$ cat src/rtl/msb_first_bit_packer_core_macros.svh
// msb_first_bit_packer_core_macros.svh: assertion macros for the bit packer
// expects signals named clock and reset in the module that uses them
`ifndef MSB_FIRST_BIT_PACKER_CORE_MACROS_SVH
`define MSB_FIRST_BIT_PACKER_CORE_MACROS_SVH

// property checked every cycle outside reset
`define MBP_ASSERT(lbl, prop, msg) \
   lbl: assert property (@(posedge clock) disable iff (reset) (prop)) else $error(msg);

// condition in one cycle implies a consequence in the next
`define MBP_ASSERT_NEXT(lbl, ante, cons, msg) \
   lbl: assert property (@(posedge clock) disable iff (reset) (ante) |=> (cons)) else $error(msg);

`endif

$ cat src/rtl/mbp_pkg.sv
// mbp_pkg.sv: shared types and constants of the msb-first bit packer
// no dependencies
`timescale 1ns / 1ps

package mbp_pkg;

   // field widths
   localparam int VALUE_W  = 64;
   localparam int NBITS_W  = 7;
   localparam int BYTE_W   = 8;
   localparam int PCNT_W   = 3;

   // command codes
   localparam logic CMD_WRITE = 1'b0;
   localparam logic CMD_FLUSH = 1'b1;

   // configuration port
   localparam int CSR_DATA_W = 32;
   localparam int CSR_ADDR_W = 3;
   localparam logic REG_PAD_BIT = 1'b0;

   // queue between front and back
   localparam int QUEUE_DEPTH = 2;

   // one classified request waiting for the back end
   typedef struct packed {
      logic                 flush;
      logic [VALUE_W-1:0]   value;
      logic [NBITS_W-1:0]   nbits;
   } mbp_entry_type;

endpackage

$ cat src/rtl/mbp_req_if.sv
// mbp_req_if.sv: request channel (valid/ready plus write or flush payload)
// depends on mbp_pkg
`timescale 1ns / 1ps

interface mbp_req_if
   import mbp_pkg::*;
();
   logic               valid;
   logic               ready;
   logic               command;
   logic [VALUE_W-1:0] value;
   logic [NBITS_W-1:0] num_bits;

   modport source (output valid, command, value, num_bits, input ready);
   modport sink   (input valid, command, value, num_bits, output ready);
endinterface

$ cat src/rtl/mbp_rsp_if.sv
// mbp_rsp_if.sv: result channel (valid/ready plus packed byte and last flag)
// depends on mbp_pkg
`timescale 1ns / 1ps

interface mbp_rsp_if
   import mbp_pkg::*;
();
   logic              valid;
   logic              ready;
   logic [BYTE_W-1:0] out_byte;
   logic              last;

   modport source (output valid, out_byte, last, input ready);
   modport sink   (input valid, out_byte, last, output ready);
endinterface

$ cat src/rtl/mbp_queue.sv
// mbp_queue.sv: two-entry queue of classified requests between front and back
// depends on mbp_pkg
`timescale 1ns / 1ps

module mbp_queue
   import mbp_pkg::*;
(
   input  logic          clock,
   input  logic          reset,
   input  logic          push,
   input  mbp_entry_type push_entry,
   output logic          full,
   input  logic          pop,
   output logic          head_valid,
   output mbp_entry_type head_entry
);
   localparam int PTR_W = $clog2(QUEUE_DEPTH);
   localparam int CNT_W = $clog2(QUEUE_DEPTH + 1);

   mbp_entry_type slot_ff [QUEUE_DEPTH];
   logic [PTR_W-1:0] wr_ptr_ff, wr_ptr_in;
   logic [PTR_W-1:0] rd_ptr_ff, rd_ptr_in;
   logic [CNT_W-1:0] cnt_ff, cnt_in;
   logic             do_push, do_pop;

   assign full       = (cnt_ff == CNT_W'(QUEUE_DEPTH));
   assign head_valid = (cnt_ff != '0);
   assign head_entry = slot_ff[rd_ptr_ff];
   assign do_push    = push && !full;
   assign do_pop     = pop && head_valid;

   // pointer and fill count update
   always_comb begin
      wr_ptr_in = wr_ptr_ff;
      rd_ptr_in = rd_ptr_ff;
      cnt_in    = cnt_ff;
      if (do_push) begin
         wr_ptr_in = (wr_ptr_ff == PTR_W'(QUEUE_DEPTH - 1)) ? '0 : wr_ptr_ff + 1'b1;
      end
      if (do_pop) begin
         rd_ptr_in = (rd_ptr_ff == PTR_W'(QUEUE_DEPTH - 1)) ? '0 : rd_ptr_ff + 1'b1;
      end
      case ({do_push, do_pop})
         2'b10:   cnt_in = cnt_ff + 1'b1;
         2'b01:   cnt_in = cnt_ff - 1'b1;
         default: cnt_in = cnt_ff;
      endcase
   end

   always_ff @(posedge clock) begin
      if (reset) begin
         wr_ptr_ff <= '0;
         rd_ptr_ff <= '0;
         cnt_ff    <= '0;
      end else begin
         wr_ptr_ff <= wr_ptr_in;
         rd_ptr_ff <= rd_ptr_in;
         cnt_ff    <= cnt_in;
      end
   end

   // entry storage
   always_ff @(posedge clock) begin
      if (do_push) begin
         slot_ff[wr_ptr_ff] <= push_entry;
      end
   end
endmodule

$ cat src/rtl/mbp_front.sv
// mbp_front.sv: accepts requests, clamps the bit count, masks the code, drops empty writes
// depends on mbp_pkg, mbp_req_if
`timescale 1ns / 1ps

module mbp_front
   import mbp_pkg::*;
#(
   parameter int MAX_CODE_BITS = 64
) (
   mbp_req_if.sink       req_chan,
   input  logic          queue_full,
   output logic          push,
   output mbp_entry_type push_entry
);
   logic [NBITS_W-1:0] nbits_sat;
   logic [VALUE_W-1:0] value_mask;
   logic               is_flush;
   logic               empty_write;

   // saturate the count and keep only the low bits of the code
   always_comb begin
      nbits_sat = (req_chan.num_bits > NBITS_W'(MAX_CODE_BITS)) ?
                  NBITS_W'(MAX_CODE_BITS) : req_chan.num_bits;
      if (nbits_sat == '0) begin
         value_mask = '0;
      end else begin
         value_mask = {VALUE_W{1'b1}} >> (NBITS_W'(VALUE_W) - nbits_sat);
      end
   end

   // classify: flush, write, or a write of no bits which has no effect
   assign is_flush    = (req_chan.command == CMD_FLUSH);
   assign empty_write = !is_flush && (nbits_sat == '0);

   assign req_chan.ready   = !queue_full;
   assign push             = req_chan.valid && !queue_full && !empty_write;
   assign push_entry.flush = is_flush;
   assign push_entry.value = req_chan.value & value_mask;
   assign push_entry.nbits = nbits_sat;
endmodule

$ cat src/rtl/mbp_back.sv
// mbp_back.sv: merges codes with the pending partial byte and emits bytes one per cycle while rsp is not stalled
// depends on mbp_pkg, mbp_rsp_if, msb_first_bit_packer_core_macros.svh
`timescale 1ns / 1ps
`include "msb_first_bit_packer_core_macros.svh"

module mbp_back
   import mbp_pkg::*;
#(
   parameter int MAX_CODE_BITS = 64
) (
   input  logic          clock,
   input  logic          reset,
   input  logic          head_valid,
   input  mbp_entry_type head_entry,
   output logic          pop,
   input  logic          pad_bit,
   mbp_rsp_if.source     rsp_chan
);
   localparam int WORK_W = MAX_CODE_BITS + PCNT_W + 4;
   localparam int REM_W  = $clog2(WORK_W + 1);

   localparam logic ST_IDLE = 1'b0;
   localparam logic ST_EMIT = 1'b1;

   logic              st_ff, st_in;
   logic [WORK_W-1:0] work_ff, work_in;
   logic [REM_W-1:0]  rem_ff, rem_in;
   logic [BYTE_W-1:0] pend_ff, pend_in;
   logic [PCNT_W-1:0] cnt_ff, cnt_in;
   logic              rsp_valid_ff, rsp_valid_in;
   logic [BYTE_W-1:0] rsp_byte_ff, rsp_byte_in;
   logic              rsp_last_ff, rsp_last_in;

   logic              out_free;
   logic              emit;
   logic [REM_W-1:0]  total;
   logic [WORK_W-1:0] merged;
   logic [BYTE_W-1:0] pad_fill;
   logic [BYTE_W-1:0] flush_byte;
   logic [REM_W-1:0]  rem_after;
   logic [REM_W-1:0]  shamt;
   logic [3:0]        keep_sh;

   assign out_free = !rsp_valid_ff || rsp_chan.ready;
   assign pop      = (st_ff == ST_IDLE) && head_valid;
   assign emit     = (st_ff == ST_EMIT) && out_free;

   // merge the pending bits ahead of the new code, right aligned
   assign merged = (WORK_W'(pend_ff) << head_entry.nbits) | WORK_W'(head_entry.value);
   assign total  = REM_W'(cnt_ff) + REM_W'(head_entry.nbits);

   // padded byte for a flush
   assign pad_fill   = pad_bit ? (8'hFF >> cnt_ff) : '0;
   assign flush_byte = (pend_ff << (4'd8 - 4'(cnt_ff))) | pad_fill;

   // next byte is the top eight of the remaining bits
   assign shamt     = rem_ff - REM_W'(BYTE_W);
   assign rem_after = shamt;
   assign keep_sh   = 4'd8 - 4'(rem_after);

   // sequencer: load one queued request, then emit any whole bytes it completes, or the padded byte of a flush
   always_comb begin
      st_in        = st_ff;
      work_in      = work_ff;
      rem_in       = rem_ff;
      pend_in      = pend_ff;
      cnt_in       = cnt_ff;
      rsp_valid_in = rsp_valid_ff && !rsp_chan.ready;
      rsp_byte_in  = rsp_byte_ff;
      rsp_last_in  = rsp_last_ff;
      unique case (st_ff)
         ST_IDLE: begin
            if (pop) begin
               if (head_entry.flush) begin
                  if (cnt_ff != '0) begin
                     work_in = WORK_W'(flush_byte);
                     rem_in  = REM_W'(BYTE_W);
                     st_in   = ST_EMIT;
                  end
               end else if (total < REM_W'(BYTE_W)) begin
                  pend_in = merged[BYTE_W-1:0];
                  cnt_in  = total[PCNT_W-1:0];
               end else begin
                  work_in = merged;
                  rem_in  = total;
                  st_in   = ST_EMIT;
               end
            end
         end
         ST_EMIT: begin
            if (emit) begin
               rsp_valid_in = 1'b1;
               rsp_byte_in  = BYTE_W'(work_ff >> shamt);
               rsp_last_in  = (rem_after < REM_W'(BYTE_W));
               rem_in       = rem_after;
               if (rem_after < REM_W'(BYTE_W)) begin
                  pend_in = work_ff[BYTE_W-1:0] & (8'hFF >> keep_sh);
                  cnt_in  = rem_after[PCNT_W-1:0];
                  st_in   = ST_IDLE;
               end
            end
         end
         default: st_in = ST_IDLE;
      endcase
   end

   always_ff @(posedge clock) begin
      if (reset) begin
         st_ff        <= ST_IDLE;
         pend_ff      <= '0;
         cnt_ff       <= '0;
         rsp_valid_ff <= 1'b0;
         rem_ff       <= '0;
      end else begin
         st_ff        <= st_in;
         pend_ff      <= pend_in;
         cnt_ff       <= cnt_in;
         rsp_valid_ff <= rsp_valid_in;
         rem_ff       <= rem_in;
      end
   end

   // payload registers
   always_ff @(posedge clock) begin
      work_ff     <= work_in;
      rsp_byte_ff <= rsp_byte_in;
      rsp_last_ff <= rsp_last_in;
   end

   assign rsp_chan.valid    = rsp_valid_ff;
   assign rsp_chan.out_byte = rsp_byte_ff;
   assign rsp_chan.last     = rsp_last_ff;

   // checks
   `MBP_ASSERT(a_emit_has_byte, !emit || (rem_ff >= REM_W'(BYTE_W)), "emit with under a byte left")
   `MBP_ASSERT_NEXT(a_last_ends_item, emit && (rem_ff < REM_W'(2 * BYTE_W)), st_ff == ST_IDLE && rsp_chan.last, "last byte did not end the request")
   `MBP_ASSERT_NEXT(a_flush_one_byte, pop && head_entry.flush && (cnt_ff != '0), st_ff == ST_EMIT && rem_ff == REM_W'(BYTE_W), "flush did not load one padded byte")
endmodule

$ cat src/rtl/msb_first_bit_packer_core.sv
// MSB-first bit packer. The first byte of a request passes through the queue, the back end work register
// and the byte output register before it appears on rsp. A write producing k bytes takes one load step,
// then its k bytes; writes producing no byte and empty flushes take only the load step, zero-bit writes none.
// Throughput is set by the single byte output register: one byte per cycle while rsp is not stalled.
// Synchronous active-high reset clears pending bits, pad bit, queue and output valid.
// depends on mbp_pkg, mbp_req_if, mbp_rsp_if, mbp_queue, mbp_front, mbp_back
`timescale 1ns / 1ps

module msb_first_bit_packer_core
   import mbp_pkg::*;
#(
   parameter int MAX_CODE_BITS = 64
) (
   input  logic                  clock,
   input  logic                  reset,
   mbp_req_if.sink               req_chan,
   mbp_rsp_if.source             rsp_chan,
   input  logic                  csr_psel,
   input  logic                  csr_penable,
   input  logic                  csr_pwrite,
   input  logic [CSR_ADDR_W-1:0] csr_paddr,
   input  logic [CSR_DATA_W-1:0] csr_pwdata,
   output logic [CSR_DATA_W-1:0] csr_prdata,
   output logic                  csr_pready
);
   logic          pad_ff, pad_in;
   logic          csr_wr;
   logic          reg_index;
   logic          q_full;
   logic          q_push;
   mbp_entry_type q_push_entry;
   logic          q_pop;
   logic          q_head_valid;
   mbp_entry_type q_head_entry;

   // configuration register
   assign csr_pready = 1'b1;
   assign reg_index  = csr_paddr[2];
   assign csr_wr     = csr_psel && csr_penable && csr_pwrite;

   always_comb begin
      pad_in = pad_ff;
      if (csr_wr && reg_index == REG_PAD_BIT) begin
         pad_in = csr_pwdata[0];
      end
   end

   always_ff @(posedge clock) begin
      if (reset) begin
         pad_ff <= 1'b0;
      end else begin
         pad_ff <= pad_in;
      end
   end

   assign csr_prdata = (reg_index == REG_PAD_BIT) ? CSR_DATA_W'(pad_ff) : '0;

   // front end
   mbp_front #(
      .MAX_CODE_BITS (MAX_CODE_BITS)
   ) u_front (
      .req_chan   (req_chan),
      .queue_full (q_full),
      .push       (q_push),
      .push_entry (q_push_entry)
   );

   // request queue
   mbp_queue u_queue (
      .clock      (clock),
      .reset      (reset),
      .push       (q_push),
      .push_entry (q_push_entry),
      .full       (q_full),
      .pop        (q_pop),
      .head_valid (q_head_valid),
      .head_entry (q_head_entry)
   );

   // back end
   mbp_back #(
      .MAX_CODE_BITS (MAX_CODE_BITS)
   ) u_back (
      .clock      (clock),
      .reset      (reset),
      .head_valid (q_head_valid),
      .head_entry (q_head_entry),
      .pop        (q_pop),
      .pad_bit    (pad_ff),
      .rsp_chan   (rsp_chan)
   );
endmodule
$ cat src/flat_wrapper.sv
// flat-port wrapper written by rule: the top's interface ports become plain ports
module msb_first_bit_packer_core_flat import mbp_pkg::*;
#(
   parameter int MAX_CODE_BITS = 64
)
  (clock, reset, csr_psel, csr_penable, csr_pwrite, csr_paddr, csr_pwdata, csr_prdata, csr_pready, req_chan_valid, req_chan_command, req_chan_value, req_chan_num_bits, req_chan_ready, rsp_chan_valid, rsp_chan_out_byte, rsp_chan_last, rsp_chan_ready);
  mbp_req_if req_chan_i ();
  mbp_rsp_if rsp_chan_i ();
  input  logic clock;
  input  logic reset;
  input  logic csr_psel;
  input  logic csr_penable;
  input  logic csr_pwrite;
  input  logic [CSR_ADDR_W-1:0] csr_paddr;
  input  logic [CSR_DATA_W-1:0] csr_pwdata;
  output logic [CSR_DATA_W-1:0] csr_prdata;
  output logic csr_pready;
  input wire logic [$bits(req_chan_i.valid)-1:0] req_chan_valid;
  input wire logic [$bits(req_chan_i.command)-1:0] req_chan_command;
  input wire logic [$bits(req_chan_i.value)-1:0] req_chan_value;
  input wire logic [$bits(req_chan_i.num_bits)-1:0] req_chan_num_bits;
  output wire logic [$bits(req_chan_i.ready)-1:0] req_chan_ready;
  output wire logic [$bits(rsp_chan_i.valid)-1:0] rsp_chan_valid;
  output wire logic [$bits(rsp_chan_i.out_byte)-1:0] rsp_chan_out_byte;
  output wire logic [$bits(rsp_chan_i.last)-1:0] rsp_chan_last;
  input wire logic [$bits(rsp_chan_i.ready)-1:0] rsp_chan_ready;
  assign req_chan_i.valid = req_chan_valid;
  assign req_chan_i.command = req_chan_command;
  assign req_chan_i.value = req_chan_value;
  assign req_chan_i.num_bits = req_chan_num_bits;
  assign req_chan_ready = req_chan_i.ready;
  assign rsp_chan_valid = rsp_chan_i.valid;
  assign rsp_chan_out_byte = rsp_chan_i.out_byte;
  assign rsp_chan_last = rsp_chan_i.last;
  assign rsp_chan_i.ready = rsp_chan_ready;
  msb_first_bit_packer_core #(.MAX_CODE_BITS(MAX_CODE_BITS)) u_core (.clock(clock), .reset(reset), .req_chan(req_chan_i), .rsp_chan(rsp_chan_i), .csr_psel(csr_psel), .csr_penable(csr_penable), .csr_pwrite(csr_pwrite), .csr_paddr(csr_paddr), .csr_pwdata(csr_pwdata), .csr_prdata(csr_prdata), .csr_pready(csr_pready));
endmodule
$ cat config.mk
export PLATFORM = sky130hd
export DESIGN_NAME = msb_first_bit_packer_core_flat
export DESIGN_NICKNAME = d
export VERILOG_FILES = /design/src/rtl/mbp_pkg.sv /design/src/rtl/mbp_req_if.sv /design/src/rtl/mbp_rsp_if.sv /design/src/rtl/mbp_queue.sv /design/src/rtl/mbp_front.sv /design/src/rtl/mbp_back.sv /design/src/rtl/msb_first_bit_packer_core.sv /design/src/flat_wrapper.sv
export VERILOG_INCLUDE_DIRS = /design/src /design/src/rtl
export SDC_FILE = /design/constraint.sdc
export NUM_CORES = 1
export LEC_CHECK = 0
export BUFFER_PORTS_ARGS = -buffer_cell sky130_fd_sc_hd__buf_2
export CAP_MARGIN = 20
export CORE_ASPECT_RATIO = 1.25
export CORE_MARGIN = 5
export CORE_UTILIZATION = 65
export DETAILED_ROUTE_END_ITERATION = 12
export PLACE_DENSITY_LB_ADDON = 0.3
export SYNTH_ARGS = -nofsm -noshare
export SYNTH_HDL_FRONTEND = slang
export SYNTH_SLANG_ARGS = --single-unit
$ cat constraint.sdc
create_clock -name clock -period 16.34 [get_ports clock]
set_input_delay 2.451 -clock clock [delete_from_list [all_inputs] [get_ports clock]]
set_output_delay 2.451 -clock clock [all_outputs]
set_load 0.02 [all_outputs]
==> results by stage, run 1 <==
Outcome:
- The flow ran to the end, and the final reports show no timing, DRC or antenna violations.

Global routing:
- Global routing used 31.9% of the available tracks.
- The wire length of the first global-routing pass is 66000 um.
- Entering global routing, the biggest net connects 79 pins.
- For this run the aggregate overflow at the end of global routing stands at 0.
- The via count of the first global-routing pass is 11337.
- The initial antenna violation count is 0.

Logic synthesis:
- The number of different library cells used by synthesis comes to 92.
- Of all flip-flops after synthesis, the portion carrying an async set or reset was 0%.
- The per-instance average area after synthesis is 11.7 sq um.
- For this run, the leading register cell type out of synthesis is edfxtp_1.
- The sequential area share after synthesis is 47.3%.
- The flop and latch count out of synthesis is 250.
- After technology mapping, the gate count stands at 1314.
- After synthesis, the cell types taking the most area are edfxtp_1 44%, mux4_2 12%, mux2i_1 5.9%.
- The synthesized design devotes to its leading area cell type 43.9% of total area.
- The area of the mapped netlist is 0.0153 sq mm.
- The post-synthesis cell type with the largest combined area is edfxtp_1.
- The Yosys step of the flow raised 0 warnings.
- The number of flops mapped to enable cells by yosys is 224.

Drt:
- The iteration count of the initial detailed-routing pass is 5.
- The via-per-instance ratio is 6.92.
- The final routed wire length divided by cell count is 25.9 um.
- The count of nets left with antenna violations once routing finished came out at 0.
- Wires add up to 43200 um.
- The number of vias after detailed routing is 11531.
- For this run, design rule violations remaining after detail routing come to 0.
- The violation count after the first detailed-route iteration is 1308.

Timing:
- The setup TNS after final layout is 0 ns.
- After layout, the worst setup slack is 11.06 ns.
- The final number of max-transition violations was 0.
- The number of setup violations in the final report is 0.
- For the finished layout, the period the worst path requires is 5.28 ns.
- The max-slew headroom at the worst pin is 28.7%.
- The number of failing hold endpoints at the final stage was 0.
- Setup repair after global routing left no endpoint under its margin.
- The clock arrives with 0.0196 ns of skew.
- The share of the clock period used by the worst path is 32.3%.
- The highest attainable clock frequency is 0.190 GHz.
- The transition time at the pin with the least slew margin is 1.07 ns.

Worst setup path:
- For the worst flop-to-flop path, the logic depth is 9.
- Among the stages of the critical path, the cell type that occurs most often is buf_2.
- The setup path with the least slack is of type in2out.
- For the worst setup path, the data required time is 13.89 ns.
- The maximum fanout along the worst path is 2.
- The endpoint of the most critical register-to-register path is u_core.u_back.work_ff[45]$_SDFFCE_PP0P_.
- The type of element capturing the critical path is a primary output.
- For this run, the slowest stage of the critical path takes 0.17 ns.
- The slowest stage of the critical path belongs to the cell buf_2.
- Across all register-to-register paths, the minimum setup slack is 11.66 ns.
- Data on the critical path arrives at its endpoint at 2.82 ns.
- STA classifies the critical path startpoint as an input pin.
- Walking the worst path, the cells encountered are buf_2 > nor2b_1 > buf_2.

Layout:
- In the final layout, the multi-input gates occupy 0.00744 sq mm.
- The utilization after layout is 71.8%.
- 0 antenna diodes ended up in the layout.
- Leaving out fill and tap cells, the most frequent cell in the layout is edfxtp_1.
- The post-route netlist has 20.9% of its cells at a drive strength greater than 1.
- The filler cells instantiated in the layout total 1650.
- Relative to the synthesized area, the layout overhead comes to 8.38%.
- The post-route non-filler standard cell count is 1667.
- For this run, the post-layout net count is 1496.
- Summing all flip-flop and latch instances after layout gives 0.00726 sq mm.
- In the layout the commonest cells are 224 x edfxtp_1, 126 x nand2_1, 98 x nor2_1.

Clocking:
- The clock sink count is 250.
- The clock passes through at most 3 buffers.
- After clock tree synthesis, the repair step resized 0 gates.
- The clock transition time at the flip-flop clock pins of the worst setup and hold paths is 0.06 ns.
- The latest clock arrival within the worst-skew pair is 0.53 ns.
- CTS built an H-tree with a depth of 1.
- The number of clock buffers added by TritonCTS is 25.
- The CTS tree is yes.
- The buffers inserted during post-CTS setup optimization is 0.
- The number of hold buffers added after CTS was 0.
- The clock root buffer is clkbuf_16.

Die:
- The die is 147 um wide.
- The row count is 62.
- For this configuration, the core starts out at a cell density of 66.3%.
- In this run the count of I/O pins placed on the die edge is 158.
- The die covers 0.0268 sq mm.
- The die is 182 um tall.
- In this run the standard cell core region covers 0.0231 sq mm.

Placed design:
- Input and output buffers added on the ports amount to 92.
- Counting tap cells, the placed design contains a total of 1621 instances.
- Summed over all nets, the half-perimeter wirelength after detailed placement is 31900 um.
- Routability-driven placement finished with a final weighted congestion of 0.986.
- OpenSTA, run right after detailed placement, puts the worst setup slack at 11.04 ns.

Power:
- For this design the ratio of total power to cell area is 154 mW/mm^2.
- The leakage power is 5.75 nW.
- Across the VDD grid, the largest voltage drop is 0.000103 V.

Min path:
- For hold timing, the worst endpoint is u_core.u_back.rsp_chan.valid$_SDFF_PP0_.
- The min-delay analysis places its worst path in the category reg2reg.
- The worst hold path begins at u_core.u_back.rsp_chan.valid$_SDFF_PP0_.
- The number of cells on the worst hold path is 2.

Flow run:
- The number of max-cap violations is 0.
## cell families (layout without fill, tap and decap cells)
| logic type | count (synthesis) | count (layout) | synth area share [%] |
|---|---|---|---|
| and+or+nand+nor | 378 | 378 | 11.6 |
| AOI/OAI and AO/OA | 294 | 294 | 13.1 |
| buffers and inverters | 153 | 188 | 5.00 |
| DFF | 250 | 250 | 47.3 |
| muxes | 204 | 204 | 20.4 |
| xor gates and xnor gates | 12 | 12 | 0.686 |
| adders and majority gates | 21 | 21 | 1.76 |
| other | 2 | 32 | 0.0490 |
## flip-flops by register name, indices dropped and copies added, names as in the netlist, named ones only
register and count:
u_core.u_queue.wr_ptr_ff 1, u_core.u_back.rsp_chan.last 1, u_core.u_back.rsp_chan.valid 1, u_core.u_queue.rd_ptr_ff 1, u_core.u_back.pend_ff 8, u_core.u_back.rem_ff 7, u_core.u_back.rsp_chan.out_byte 8, u_core.pad_ff 1
u_core.u_back.st_ff 1, u_core.u_queue.slot_ff 144, u_core.u_back.cnt_ff 3, u_core.u_queue.cnt_ff 2, u_core.u_back.work_ff 71
## Yosys cell counts (all sizes together) (3+ instances only)
cell	n
nor2	103
o21ai	58
a311o	3
a221oi	11
or2	3
o22ai	18
nand2	126
nand2b	11
a211o	3
o211ai	12
o31ai	4
a31oi	15
a21oi	74
and3	23
nor3	15
a21o	6
a22oi	8
o22a	3
nand4	9
a211oi	23
nand3	30
a311oi	3
xor2	3
inv	32
edfxtp	224
ha	20
and4	3
and2	18
o21a	5
dfxtp	26
o311a	6
or3	4
mux2i	96
a32oi	6
buf	66
mux4	81
o32ai	5
mux2	27
xnor2	9
nor2b	20
o2111ai	5
clkbuf	53
## where the power goes
group,leakage [nW],internal (mW),switching (mW)
Sequential,2.34,0.888,0.119
Combinational,3.02,0.385,0.597
Clock,0.388,0.329,0.239
Total,5.75,1.60,0.955
## critical path, delay by kind of cell
family | cells | cell delay, ns
and+or+nand+nor | 1 | 0.10
buffers and inverters | 2 | 0.27
## metrics by stage
stage | hold WS, ns | power, mW | cell area, sq um
after floorplan | 0.472 | 1.70 | 15400
after global placement | 0.487 | 1.95 | 15800
after detailed placement | 0.503 | 1.97 | 15800
after CTS | 0.523 | 2.54 | 16600
after global routing | 0.551 | 2.67 | 16600
final | 0.527 | 2.56 | 16600
## area by class of cell
type                            count  area share (%)
Inverter                           34           0.769
Clock buffer                       28            3.84
Tap cell                          288            2.17
Multi-Input combinational cell    941            44.8
Sequential cell                   250            43.7
Clock inverter                     17            1.02
Timing Repair Buffer              109            3.66
## per-layer routing
| metal | vias up | share of wire [%] | wire [um] | global-route usage [%] |
|---|---|---|---|---|
| met3 | 134 | 8.1 | 3500 | 4.46 |
| li1 | 5119 | - | - | - |
| met2 | 709 | 49 | 21100 | 54.1 |
| met4 | 0 | 5.3 | 2300 | 14.6 |
| met1 | 5569 | 38 | 16300 | 41.0 |
| met5 | - | 0 | 0 | 0 |
## worst max-delay path by stage
stage,start,to,slack [ns],depth (start not counted)
final,csr_paddr[2],csr_prdata[0],11.06,3
after global routing,csr_paddr[2],csr_prdata[0],11.06,3
after CTS,csr_paddr[2],csr_prdata[0],11.07,3
after detailed placement,req_chan_num_bits[6],u_core.u_queue.slot_ff[1][15]$_DFFE_PP_,11.04,10
after global placement,req_chan_num_bits[6],u_core.u_queue.slot_ff[0][15]$_DFFE_PP_,11.08,10
after floorplan,req_chan_num_bits[0],u_core.u_queue.slot_ff[0][0]$_DFFE_PP_,9.49,7
No activity file was read; power rests on OpenSTA's default activity.
==> run 2, diff against run 1 <==
Settings changed: CORE_UTILIZATION 65 to 54.
Clock period 16.34 ns to 4.7 ns, I/O delays scaled along.
==> run 2 against run 1 <==
Compared with the run above: die area rose by 19%; wire length fell by 1.0%; sequential cell count did not move; count of clock-buffer cells in the layout fell by 3; global-route usage fell by 5.2 points; worst setup slack got worse by 10 ns; critical endpoint is now u_core.u_back.work_ff[56]$_SDFFCE_PP0P_.
==> results by stage, run 2 (synthesis gave the netlist of run 1 again) <==
Outcome:
- The run finished with clean final reports.

Clocking:
- The CTS tree is yes.
- The post-cts hold buffer count is 0.
- In this run, post-CTS repair resized a total of 0 instances.
- The clock transition time at the flip-flop clock pins of the worst setup and hold paths is 0.06 ns.
- The clock sink count is 250.
- The clock root buffer is clkbuf_16.
- The buffer levels on the longest clock path is 3.
- Clock tree synthesis inserted a total of 25 buffers.
- The CTS H-tree depth is 1.
- At the later pin of the worst-skew pair, clock insertion delay measures 0.53 ns.
- The buffers inserted during post-CTS setup optimization is 0.

Power:
- For this design the ratio of total power to cell area is 533 mW/mm^2.
- The worst voltage drop across the vdd grid is 0.000337 V.
- The switching power total is 3.33 mW.
- The share of total power dissipated in the clock network is 22.8%.
- The leakage power is 5.78 nW.
- Per report_power, the sequential group accounts for 38.4% of the total.
- Combinational cells account for 38.8% of the total power.
- In this run switching power makes up 37.3% of total power.
- The internal power of the cells totals 5.60 mW.

Layout:
- The commonest non-fill, non-tap cell in the layout is edfxtp_1.
- The register with the most flip-flops in the layout has 144 of them.
- The final net count is 1501.
- Of the cells placed in the final design, the portion with a size suffix greater than 1 is 21.8%.
- The sequential cell area is 0.00726 sq mm.
- The largest registers in the layout are u_core.u_queue.slot_ff (144), u_core.u_back.work_ff (71).
- The register with the most flip-flops in the final layout is u_core.u_queue.slot_ff.
- The area of the multi-input gates is 0.00744 sq mm.
- The library cells used most frequently in the layout, excluding fill and tap cells, are 224 x edfxtp_1, 126 x nand2_1, 98 x nor2_1.
- The antenna diode count is 0.
- From synthesis to final layout, the design area changed by 9.44%.
- The final design area excluding fillers is 0.0168 sq mm.
- The utilization after layout is 59.4%.
- Leaving out filler cells and counting taps, the final layout contains 1739.
- The filler cells instantiated in the layout total 2363.

Die:
- The I/O pin count is 158.
- The core area is 0.0282 sq mm.
- The die outline width is 161 um.
- The row count is 69.
- The die height is 198 um.
- The die covers 0.0319 sq mm.
- The initial standard-cell utilization of the core is 54.3%.

Global routing:
- The maximum number of pins on one net before global-route repair is 73.
- The wire length of the first global-routing pass is 65300 um.
- The initial antenna violation count was 0.
- The via count of the first global-routing pass was 11028.
- The total overflow reported by the global router is 0.
- The overall track demand over capacity in global routing is 26.7%.

Worst setup path:
- At the worst endpoint, the arrival time is 4.13 ns.
- Traced cell by cell, the critical path runs through buf_4 > mux2i_4 > inv_2 > ha_1 > nand3_1 > a22oi_1 > nand4_1 > a21o_1 > and2_2 > buf_12.
- The critical path launch point type is a flip-flop.
- The maximum fanout along the worst path is 72.
- The largest single stage delay on the critical path is 0.67 ns.
- The type of element capturing the critical path is a flip-flop.
- The required time at the endpoint of the critical path is 4.92 ns.
- The worst setup path is of the reg2reg kind.
- The cell family with the largest share of critical-path delay is buffers and inverters.
- The standard cell with the maximum stage delay on the critical path is mux2i_4.
- Counting both buffers and inverters, the worst setup path holds a total of 3.

Timing:
- Static timing analysis puts the maximum clock frequency at 0.256 GHz.
- The number of setup violations in the final report is 0.
- The number of failing hold endpoints at the final stage is 0.
- Summed over all failing endpoints, the final setup total negative slack is 0 ns.
- In this run the tightest slew margin relative to its limit is 21.2%.
- The share of the clock period used by the worst path is 83.1%.
- Setup repair after global routing left no endpoint under its margin.
- The final critical path time including I/O delays and setup is 3.91 ns.
- At the pin with the least slew margin, the transition time is 1.18 ns.
- The final number of max-transition violations is 0.
- On the final layout, the worst clock skew is 0.0149 ns.

Drt:
- The number of routed nets with antenna violations is 0.
- The detailed router placed 11229 vias in this run.
- Routed signal wires occupy layers up through met4.
- The via-per-instance ratio is 6.46.
- The routed length on met2 is 21200 um.
- For this block, wires on met1 add up to 17100 um.
- Summed over all layers, the routed wires come to 42800 um.
- The iteration count of the initial detailed-routing pass is 5.
- Summed over all nets, wire length on met3 after detailed routing comes to 2550 um.
- After detailed routing, the number of remaining DRC violations is 0.
- After the first detailed-routing iteration, the DRC count stood at 887.
- Dividing the detail-routed wire length by the instance count gives 24.6 um.

Placed design:
- The number of port buffers is 92.
- The routability-driven placement congestion ratio is 0.939.
- Including well taps, the total number of placed cells is 1694.
- The instance area after placement is 0.0159 sq mm.
- The HPWL reported at the end of detailed placement is 32700 um.

Min path:
- In this run the worst hold path is classified as in2reg.

Flow run:
- The number of max-cap violations is 0.
==> run 2: changes by cell type in the layout (fill, tap and decap cells not counted), sizes merged <==
cell,before,now
inv,35,36
clkinvlp,2,6
clkbuf,28,25
clkinv,11,9
buf,109,114
==> run 2: path summary, 6_finish.rpt <==
kind / from / endpoint / slack, ns / cells past startpoint
worst min-delay path: req_chan_command / u_core.u_queue.slot_ff[0][71]$_DFFE_PP_ / 0.38 / 1
worst max register to register: flip-flop / u_core.u_back.work_ff[56]$_SDFFCE_PP0P_ / 0.79 / 10
worst min register to register: u_core.u_queue.cnt_ff[1]$_SDFFE_PP0P_ / u_core.u_queue.cnt_ff[1]$_SDFFE_PP0P_ / 0.51 / 2
worst max-delay path: flip-flop / u_core.u_back.work_ff[56]$_SDFFCE_PP0P_ / 0.79 / 10
==> run 2: power by group through the flow <==
stage	logic, mW	registers [mW]	clock network [mW]
floorplan	2.56	3.35	0
global placement	3.39	3.45	0
detailed placement	3.42	3.47	0
CTS	3.43	3.43	2.06
global route	3.72	3.48	2.16
finish	3.47	3.43	2.04
==> run 2: stage by stage <==
| stage | power [mW] | setup WS, ns | hold slack (ns) |
|---|---|---|---|
| 4_1_cts | 8.92 | 0.847 | 0.381 |
| 2_1_floorplan | 5.90 | -0.404 | 0.472 |
| 6_report | 8.93 | 0.793 | 0.383 |
| 3_3_place_gp | 6.84 | 0.931 | 0.486 |
| 3_5_place_dp | 6.89 | 0.851 | 0.497 |
| 5_1_grt | 9.36 | 0.572 | 0.387 |
==> run 2: layout make-up <==
| class | count | share of cell area, % |
|---|---|---|
| Clock buffer | 25 | 3.73 |
| Clock inverter | 20 | 1.30 |
| Inverter | 34 | 0.761 |
| Multi-Input combinational cell | 941 | 44.4 |
| Sequential cell | 250 | 43.3 |
| Tap cell | 355 | 2.65 |
| Timing Repair Buffer | 114 | 3.88 |
==> run 2: layer usage <==
layer  up-vias  track usage [%]
met5         -                0
met4         0             11.1
met3        95             2.79
met2       522             46.1
met1      5492             34.6
li1       5120                -
